`src/rtl/lete_pkg.sv`:
```
// Shared types and constants of the line editor text grid.
`default_nettype none
package lete_pkg;
	localparam logic [7:0] KeyEsc = 8'h1B;
	localparam logic [7:0] KeyCr = 8'h0D;
	localparam logic [7:0] KeyDel = 8'd127;
	localparam logic [7:0] KeyLbr = 8'h5B;
	localparam logic [7:0] KeyColon = 8'h3A;
	localparam logic [7:0] KeyA = 8'h41;
	localparam logic [7:0] KeyB = 8'h42;
	localparam logic [7:0] KeyC = 8'h43;
	localparam logic [7:0] KeyD = 8'h44;
	localparam logic [7:0] KeyQ = 8'h71;
	localparam logic [7:0] KeyW = 8'h77;
	localparam logic [7:0] PrintLo = 8'd32;
	localparam logic [7:0] PrintHi = 8'd126;
	localparam logic RegRows = 1'b0;
	localparam logic RegCols = 1'b1;
	localparam logic [1:0] EvNone = 2'd0;
	localparam logic [1:0] EvExit = 2'd1;
	localparam logic [1:0] EvSave = 2'd2;

	typedef enum logic [3:0] {
		CMD_NONE, CMD_CLEAR, CMD_DECODE, CMD_READ, CMD_RDCELL, CMD_SHIFT_R,
		CMD_SHIFT_L, CMD_PUT, CMD_DONE
	} cmd_t;

	typedef struct packed {
		cmd_t cmd;
	} ctl_t;

	typedef struct packed {
		logic clear_done;
		logic do_ins;
		logic do_del;
		logic shift_done;
	} sts_t;
endpackage
`default_nettype wire

```
`src/rtl/lete_ctrl.sv`:
```
// Controller of the line editor: clearing pass, decode and shift sequencing.
`default_nettype none
module lete_ctrl import lete_pkg::*; (
	input wire logic clk,
	input wire logic arst_n,
	input wire logic start,
	input wire logic operation,
	input wire logic [7:0] key_byte,
	input wire sts_t sts,
	output ctl_t ctl,
	output logic busy,
	output logic done
);
	typedef enum logic [2:0] {S_CLR, S_IDLE, S_DEC, S_CHK, S_RD, S_WR, S_PUT, S_FIN}
		state_t;
	state_t st_q;
	logic ins_q, del_q;

	always_comb begin
		case (st_q)
			S_CLR: ctl.cmd = CMD_CLEAR;
			S_IDLE: ctl.cmd = start ? CMD_READ : CMD_NONE;
			S_DEC: ctl.cmd = CMD_DECODE;
			S_RD: ctl.cmd = CMD_RDCELL;
			S_WR: ctl.cmd = ins_q ? CMD_SHIFT_R : CMD_SHIFT_L;
			S_PUT: ctl.cmd = CMD_PUT;
			S_FIN: ctl.cmd = del_q ? CMD_DONE : CMD_NONE;
			default: ctl.cmd = CMD_NONE;
		endcase
		busy = (st_q != S_IDLE);
	end

	always_ff @(posedge clk or negedge arst_n) begin
		if (!arst_n) begin
			st_q <= S_CLR; ins_q <= 1'b0; del_q <= 1'b0; done <= 1'b0;
		end else begin
			done <= (st_q == S_FIN);
			case (st_q)
				S_CLR: if (sts.clear_done) st_q <= S_IDLE;
				S_IDLE: if (start) begin
					st_q <= S_DEC;
					ins_q <= !operation && key_byte >= PrintLo && key_byte <= PrintHi;
					del_q <= !operation && key_byte == KeyDel;
				end
				S_DEC: st_q <= S_CHK;
				S_CHK: begin
					// The decode step has left the edit flags and the shift start behind.
					if (ins_q && sts.do_ins) st_q <= sts.shift_done ? S_PUT : S_RD;
					else if (del_q && sts.do_del) st_q <= sts.shift_done ? S_FIN : S_RD;
					else begin ins_q <= 1'b0; del_q <= 1'b0; st_q <= S_FIN; end
				end
				S_RD: st_q <= S_WR;
				S_WR: st_q <= sts.shift_done ? (ins_q ? S_PUT : S_FIN) : S_RD;
				S_PUT: st_q <= S_FIN;
				S_FIN: begin st_q <= S_IDLE; ins_q <= 1'b0; del_q <= 1'b0; end
				default: st_q <= S_IDLE;
			endcase
		end
	end

	a_busy_start: assert property (@(posedge clk) disable iff (!arst_n)
		(st_q == S_IDLE && start) |=> busy) else $error("start not taken");
	a_done_idle: assert property (@(posedge clk) disable iff (!arst_n)
		done |-> st_q == S_IDLE) else $error("done outside idle");
	a_one_done: assert property (@(posedge clk) disable iff (!arst_n)
		done |=> !done) else $error("double done");
endmodule
`default_nettype wire

```
`config.mk`:
```
export PLATFORM = sky130hd
export DESIGN_NAME = lete_ctrl
export DESIGN_NICKNAME = d
export VERILOG_FILES = /design/src/rtl/lete_pkg.sv /design/src/rtl/lete_ctrl.sv
export SDC_FILE = /design/constraint.sdc
export NUM_CORES = 1
export LEC_CHECK = 0
export ABC_AREA = 0
export BUFFER_PORTS_ARGS = -buffer_cell sky130_fd_sc_hd__buf_2
export CAP_MARGIN = 20
export CORE_AREA = 2 2 39 41
export CTS_CLUSTER_DIAMETER = 60
export DETAILED_ROUTE_END_ITERATION = 7
export DIE_AREA = 0 0 41 43
export GPL_TIMING_DRIVEN = 0
export SYNTH_ARGS = -nofsm -noshare
export SYNTH_HDL_FRONTEND = slang
export SYNTH_SLANG_ARGS = --single-unit
```
`constraint.sdc`:
```
create_clock -name clk -period 3.1 [get_ports clk]
set_input_delay 0.155 -clock clk [delete_from_list [all_inputs] [get_ports clk]]
set_output_delay 0.155 -clock clk [all_outputs]
set_load 0.03 [all_outputs]
```
==> out/metrics.yaml, run 1 <==
outcome:
  status: "finished clean"
placed_design:
  place.port_buffers: 21
  finalWeightedCongestion: 0.744
  pre_cts_ws_ps: 1690
  hpwl_um: 836
clock_network:
  clk_latency_ps: 240
  cts_buffers: 3
  root_buffer: "clkbuf_4"
  cts_resized: 0
  cts.sinks: 6
  cts.path.max_buffers: 2
  tritoncts: "yes"
  clkTransAtPathRegs_ps: 40
  htreeDepth: 1
pwr:
  ir_drop_uv: 349
  p_per_area_nw_per_um2: 1020
  p_leak_nw: 0.312
synth:
  ys_seq_area_frac: 0.314
  synth.area.top_cells: "dfrtp_1, buf_6, nand2_1"
  synth_top_area_share: 0.314
  ys_ff_latch: 6
  netlist_instances: 53
  synth_cell_type_count: 29
  yosysTopAreaCell: "dfrtp_1"
  synth_area_um2: 478
  ys_warn_count: 0
  syn_area_per_cell_um2: 9.02
  synth_nets: 69
setup_path:
  max_stage_delay_ps: 380
  critPathTopFamily: "flip-flops"
  cp.required_ps: 2940
  timing.rr.start: "st_q[2]"
  cp_slowest_cell: "dfrtp_1"
  crit_buf_inv: 2
  crit_start: "st_q[0]"
  startpoint_type: "register"
  crit_path_max_fanout: 10
  criticalPathCategory: "register to output port"
  endpoint_kind: "output port"
  crit_arrival_ps: 1500
  path_cells: "buf_6 > or2b_1 > a21boi_0 > o21ai_0 > buf_2"
detailed_routing:
  firstDrtPassIters: 4
  wl_mm: 1.06
  routedWlPerCell_um: 11.3
  num_vias: 460
  drt_iter0_drc: 4
  ant_nets: 0
  avgViaCountPerCell: 4.89
  drcViolationCount: 0
floorplan:
  dieHeight_um: 43
  die_w_um: 41
  fp.coreArea_um2: 1380
  num_rows: 14
  start_util: 0.345
  die-area_um2: 1760
  ios: 22
timing:
  period_share: 0.534
  finalHoldViolCount: 0
  fin_worst_skew_ps: 3.56
  tightest_slew_ps: 271
  fmax_mhz: 604
  layout_setup_ws_ps: 1440
  maxSlewHeadroom: 0.819
  rsz0062_at_grt: "no"
  setup_tns_ps: 0
  setup_viol: 0
  slew_violations: 0
  fin_crit_ps: 1660
grt:
  grt_first_pass_wirelength_mm: 1.70
  grt_max_degree: 11
  grt_antenna_before_repair: 0
  grt.overflow.total: 0
  grt_pass1_vias: 395
  grt.total_usage: 0.142
worst_hold_path:
  min_path_type: "input pin to asynchronous set/reset pin"
flow_run:
  maxCapViolations: 0
cells_and_area:
  nets: 96
  area_growth_pct: 33.0
  drive_gt1_frac: 0.462
  n_fill_cell: 145
  num_antenna_cells: 0
where the power goes:
group,switching [mW],internal [mW]
combinational,0.258,0.186
sequential,0.0208,0.112
clock,0.0266,0.0437
Yosys cell counts:
master	count
nor4_1	2
and2_2	2
nand2b_1	1
nand2_1	7
buf_6	3
and2b_2	2
nor3_1	1
nand2_2	1
a31oi_4	1
a21boi_0	1
nand4_1	1
o2111ai_1	1
dfrtp_1	6
o211ai_1	1
nor2_1	3
o21ai_0	2
mux2i_1	1
and4_1	1
and3_4	1
mux2_4	1
o21a_1	1
inv_1	2
a21oi_1	3
or2b_1	2
xnor2_1	1
a31o_1	1
a31oi_1	2
nand3_1	1
and3_2	1
placed cells by master (no fill, tap or decap):
cell type	n
a31oi_1	2
o2111ai_1	1
nand2b_1	1
clkbuf_4	3
nand4_1	1
buf_2	21
and2_2	2
dfrtp_1	6
a21oi_1	3
nand2_1	7
dlygate4sd3_1	1
o211ai_1	1
inv_1	2
or2b_1	2
a31oi_4	1
and2b_2	2
nand3_1	1
o21ai_0	2
buf_6	3
and3_2	1
a21boi_0	1
o21a_1	1
nor3_1	1
nor2_1	3
mux2i_1	1
mux2_4	1
a31o_1	1
nand2_2	1
nor4_1	2
xnor2_1	1
and3_4	1
and4_1	1
sequential cells by signal, summed over array words and instances (netlist names):
register,count
done,1
ins_q,1
st_q,3
del_q,1
path summary, 6_finish.rpt:
check | to | slack [ps] | cells after the start
setup / recovery | ctl[0] | 1440 | 5
min in group clk | ins_q | 270 | 3
hold / removal | st_q[0] | 260 | 2
hold reg to reg | del_q | 540 | 1
max in group asynchronous | ins_q | 2690 | 2
setup reg to reg | ins_q | 1730 | 5
area by class of cell:
| type | instances | area, um2 | area share |
|---|---|---|---|
| well taps | 16 | 20.0 | 0.0315 |
| multi-input cells | 42 | 287 | 0.451 |
| repair buffers | 22 | 115 | 0.181 |
| inverters | 2 | 7.51 | 0.0118 |
| clock buffers | 3 | 22.5 | 0.0354 |
| flip-flops and latches | 6 | 150 | 0.236 |
| plain buffers | 3 | 33.8 | 0.0531 |
logic make-up (layout without fill, tap and decap cells):
family | after synthesis | after routing | share of synthesized area
AO/OA/AOI/OAI | 13 | 13 | 0.207
XOR/XNOR | 1 | 1 | 0.0183
buffers and inverters | 5 | 30 | 0.0864
multiplexers | 2 | 2 | 0.0523
AND/OR/NAND/NOR | 26 | 26 | 0.322
flip-flops | 6 | 6 | 0.314
metrics by stage:
| stage | util | hold slack, ps | power (mW) | cells | cell area (um2) |
|---|---|---|---|---|---|
| detailed placement | 0.436 | -11.4 | 0.576 | 90 | 603 |
| global route | 0.459 | 296 | 0.700 | 94 | 636 |
| CTS | 0.459 | 263 | 0.653 | 94 | 636 |
| floorplan | - | -141 | 0.483 | 53 | 478 |
| finish | 0.459 | 265 | 0.647 | 94 | 636 |
| global placement | 0.436 | -14.0 | 0.574 | 90 | 603 |
layer usage:
metal | track usage | vias to the layer above | part of all wire
met5 | 0 | - | 0
met4 | 0.0800 | 0 | 0.015
met3 | 0.0157 | 2 | 0.029
met2 | 0.216 | 12 | 0.50
met1 | 0.185 | 204 | 0.46
li1 | - | 242 | -
timing repair:
item | CTS | global route
setup buffers | 0 | 0
endpoints found under the hold margin | 6 | 0
hold buffers | 1 | 0
Power figures use the tool's default switching activity.
==> run 2: changes to the inputs <==
ABC_AREA = 1   (was 0)
clock period = 1.4 ns   (was 3.1 ns; I/O delays follow)
==> out/metrics.yaml, run 2 <==
synth:
  ys_warn_count: 0
  synth_top_area_share: 0.347
  async_flop_share: 1.00
  synthTopCellsByCount: "nand2_1, nor2_1, inv_1"
  yosys.area_share.simple: 0.454
  synth_top_family_by_area: "simple AND/OR/NAND/NOR gates"
  synth_cell_type_count: 16
  synth.area.mux_share: 0
  syn_area_per_cell_um2: 6.18
  synth.area.top_cells: "dfrtp_1, nand2_1, nor2_1"
  netlist_instances: 70
  synth_area_um2: 433
  yosysMostFrequentCell: "nand2_1"
  synth_adder_area_share: 0
  synthFlopType: "dfrtp_1"
  synth_compound_area_frac: 0.121
  yosysTopAreaCell: "dfrtp_1"
  synth_nets: 86
  synth_xor_area_frac: 0
  ys_ff_latch: 6
  ys_seq_area_frac: 0.347
  synth_edf_count: 0
clock_network:
  clkTransAtPathRegs_ps: 40
  clk_latency_ps: 250
  htreeDepth: 1
  cts_buffers: 3
  cts.sinks: 6
  tritoncts: "yes"
  root_buffer: "clkbuf_4"
  cts.path.max_buffers: 2
placed_design:
  place.port_buffers: 21
  finalWeightedCongestion: 0.707
  hpwl_um: 793
setup_path:
  cp.required_ps: 1330
  crit_path_max_fanout: 4
  endpoint_kind: "output port"
  crit_arrival_ps: 1260
  startpoint_type: "register"
  criticalPathCategory: "register to output port"
floorplan:
  dieHeight_um: 43
  start_util: 0.313
  die-area_um2: 1760
  num_rows: 14
  fp.coreArea_um2: 1380
  die_w_um: 41
  ios: 22
grt:
  grt_pass1_vias: 408
  grt_first_pass_wirelength_mm: 1.50
  grt_antenna_before_repair: 0
  grt.total_usage: 0.123
  grt.overflow.total: 0
  grt_max_degree: 8
pwr:
  p_per_area_nw_per_um2: 2230
  p_leak_nw: 0.342
  ir_drop_uv: 888
timing:
  setup_viol: 0
  fin_worst_skew_ps: 5.33
  maxSlewHeadroom: 0.861
  finalHoldViolCount: 0
  rsz0062_at_grt: "no"
  fin_crit_ps: 1330
  setup_tns_ps: 0
  fmax_mhz: 752
  slew_violations: 0
  tightest_slew_ps: 207
  period_share: 0.950
cells_and_area:
  drive_gt1_frac: 0.392
  largest_reg_flops: 3
  final_cell_mix: "nand2_1, buf_2, nor2_1, inv_1, nand3_1"
  final_common_cell: "nand2_1"
  largest_register: "st_q"
  nets: 115
  num_antenna_cells: 0
  area_growth_pct: 48.0
  utilization: 0.463
  n_fill_cell: 154
flow_run:
  maxCapViolations: 0
detailed_routing:
  routedWlPerCell_um: 9.08
  ant_nets: 0
  drt_iter0_drc: 8
  wl_mm: 1.03
  firstDrtPassIters: 4
  drcViolationCount: 0
  num_vias: 518
  avgViaCountPerCell: 4.58
outcome:
  status: "finished clean"
worst_hold_path:
  min_path_type: "input pin to register"
run 2: cell count changes in the layout (fill, tap and decap cells not counted), sizes merged, moves of 2 or more:
cell / previous run / this run
or2b: 2 / 0
nor2: 3 / 14
nand3: 1 / 7
inv: 2 / 9
nor4: 2 / 0
and2: 2 / 0
nand2: 8 / 21
a21oi: 3 / 5
and3: 2 / 0
o21ai: 2 / 4
a31oi: 3 / 0
and2b: 2 / 0
run 2: cells by family (layout without fill, tap and decap cells):
kind of cell / Yosys count / count (layout)
AO/OA/AOI/OAI: 10 / 10
buffers and inverters: 9 / 36
flip-flops: 6 / 6
AND/OR/NAND/NOR: 45 / 45
run 2: final timing paths:
check / from / endpoint / slack, ps / depth (start not counted)
setup reg to reg: st_q[1] / st_q[0] / 260 / 7
max in group asynchronous: arst_n / st_q[1] / 1070 / 2
hold / removal: operation / del_q / 110 / 4
setup / recovery: st_q[1] / ctl[1] / 70 / 5
hold reg to reg: del_q / del_q / 550 / 2
min in group asynchronous: arst_n / done / 170 / 2
run 2: repair_timing:
| item | 4_1_cts | 5_1_grt |
|---|---|---|
| cloned | 0 | 0 |
| buffers inserted | 0 | 2 |
| endpoints found under the setup margin | 2 | 2 |
| pin swaps | 0 | 1 |
| gates resized for setup | 4 | 8 |
| endpoints found under the hold margin | 6 | 0 |
| hold buffers | 1 | 0 |
run 2: layer usage:
metal	wire length, um	GRT usage	up-vias	part of all wire
met5	0	0	-	0
met4	10	0.0800	0	0.0097
met3	52	0.0157	2	0.051
met2	541	0.200	14	0.53
met1	420	0.141	223	0.41
li1	-	-	279	-
run 2: critical path: stages (launching register included):
cell     delay [ps]
dfrtp_2         420
buf_4           150
nor2_4           90
nand2_1          80
o21ai_2         130
buf_6           140
run 2: layout make-up:
cell class                      instances  area (um2)  area share
Clock buffer                            3        22.5      0.0352
Inverter                                9        33.8      0.0527
Multi-Input combinational cell         55         272       0.424
Sequential cell                         6         154       0.240
Tap cell                               16        20.0      0.0313
Timing Repair Buffer                   24         139       0.217
run 2: power by group:
| part | switching, mW | internal (mW) | total, mW |
|---|---|---|---|
| Sequential | 0.102 | 0.255 | 0.356 |
| Clock | 0.0649 | 0.0972 | 0.162 |
| Combinational | 0.564 | 0.346 | 0.910 |
run 2: stage by stage:
step | setup slack [ps] | hold WS, ps | cells | power, mW | instance area (um2)
global placement | 216 | -104 | 107 | 1.10 | 562
floorplan | 65.4 | -226 | 70 | 0.909 | 437
detailed placement | 210 | -101 | 107 | 1.11 | 562
CTS | 15.1 | 107 | 111 | 1.31 | 603
global route | 6.37 | 122 | 113 | 1.54 | 641
finish | 69.8 | 110 | 113 | 1.43 | 641
==> run 3: changes to the inputs <==
MAX_ROUTING_LAYER = met4   (was not set)
clock period = 1.15 ns   (was 1.4 ns; I/O delays follow)
==> out/metrics.yaml, run 3 (synthesis gave the netlist of run 2 again) <==
outcome:
  status: "finished, violations left"
  violations: "setup timing"
placed_design:
  dp_cells: 107
  place.port_buffers: 21
  finalWeightedCongestion: 0.712
  hpwl_um: 814
floorplan:
  dieHeight_um: 43
  num_rows: 14
  fp.coreArea_um2: 1380
  die-area_um2: 1760
  start_util: 0.313
  die_w_um: 41
  ios: 22
clock_network:
  root_buffer: "clkbuf_4"
  htreeDepth: 1
  cts_buffers: 3
  clk_latency_ps: 240
  cts.path.max_buffers: 2
  cts.sinks: 6
  tritoncts: "yes"
  clkTransAtPathRegs_ps: 40
flow_run:
  maxCapViolations: 0
cells_and_area:
  drive_gt1_frac: 0.529
  final_cell_mix: "nand2_1, buf_2, nor2_1, buf_4"
  largest_reg_flops: 3
  nets: 122
  largest_register: "st_q"
  area_growth_pct: 82.1
  num_antenna_cells: 0
  stdcell_count: 120
grt:
  grt_max_degree: 7
  grt.total_usage: 0.164
  grt_antenna_before_repair: 0
  grt_first_pass_wirelength_mm: 1.93
  grt_pass1_vias: 518
  grt.overflow.total: 0
detailed_routing:
  firstDrtPassIters: 4
  wl_mm: 1.21
  ant_nets: 0
  drcViolationCount: 0
  drt_iter0_drc: 3
  routedWlPerCell_um: 10.1
  avgViaCountPerCell: 4.76
  num_vias: 571
setup_path:
  endpoint_kind: "output port"
  criticalPathCategory: "register to output port"
  critPathMostFrequentCell: "buf_4"
  cp_slowest_cell: "dfrtp_1"
  crit_path_max_fanout: 5
  path_cells: "buf_4 > nand2_4 > nor3b_2 > buf_4"
  startpoint_type: "register"
  critPathTopFamily: "flip-flops"
  crit_arrival_ps: 1230
  max_stage_delay_ps: 400
  cp.required_ps: 1090
  crit_buf_inv: 2
timing:
  fin_worst_skew_ps: 5.68
  period_share: 1.12
  rsz0062_at_grt: "yes"
  tightest_slew_ps: 236
  slew_violations: 0
  fmax_mhz: 775
  setup_tns_ps: -790
  layout_setup_ws_ps: -140
  finalHoldViolCount: 0
  setup_viol: 9
  fin_crit_ps: 1290
  maxSlewHeadroom: 0.843
pwr:
  ir_drop_uv: 1490
  p_leak_nw: 0.404
  finalPower_mw: 2.26
  p_per_area_nw_per_um2: 2860
worst_hold_path:
  min_path_type: "input pin to register"
run 3: cell types whose count changed in the layout (fill, tap and decap cells not counted), sizes merged:
cell,delta
buf,+7
run 3: routing by layer:
layer  up-vias  global-route usage  share of wire  wire length, um
li1        294                   -              -                -
met3         2              0.0314          0.041               50
met5         -                   -              0                0
met4         0              0.0800          0.014               17
met1       259               0.175           0.40              481
met2        16               0.272           0.55              662
run 3: cell type report:
type                            instances  area, um2
Fill cell                             140        596
Tap cell                               16       20.0
Multi-Input combinational cell         55        339
Sequential cell                         6        153
Clock buffer                            3       22.5
Inverter                                9       36.3
Timing Repair Buffer                   31        218
run 3: path summary, 6_finish.rpt:
kind	start	to	slack [ps]	cells past startpoint
setup reg to reg	st_q[1]	st_q[0]	-90	8
min in group asynchronous	arst_n	st_q[1]	170	2
setup / recovery	st_q[1]	ctl[3]	-140	4
max in group asynchronous	arst_n	st_q[2]	820	2
hold reg to reg	del_q	del_q	550	2
hold / removal	operation	del_q	110	4
run 3: report_power, final:
| group | internal [mW] | switching (mW) | total (mW) |
|---|---|---|---|
| sequential | 0.306 | 0.141 | 0.448 |
| clock | 0.117 | 0.0649 | 0.182 |
| combinational | 0.731 | 0.896 | 1.63 |
run 3: timing repair:
action                                 4_1_cts  5_1_grt
gates resized for setup                     28        8
endpoints found under the hold margin        6        0
buffers inserted                             8        3
setup endpoints to repair                    8        9
pin swaps                                    7        6
hold buffers                                 1        0
run 3: through the flow:
step | setup WS (ps) | util | instance area, um2 | hold WS (ps)
global placement | -39.1 | 0.410 | 567 | -119
floorplan | -154 | - | 442 | -238
global route | -226 | 0.570 | 788 | 121
finish | -140 | 0.570 | 788 | 106
detailed placement | -51.0 | 0.410 | 567 | -115
CTS | -118 | 0.542 | 749 | 104
run 3: worst reg2reg max path: cells and delay by family, from the launching register on:
kind / cells / cell delay [ps]
flip-flops: 1 / 410
AND/OR/NAND/NOR: 5 / 390
buffers and inverters: 3 / 360
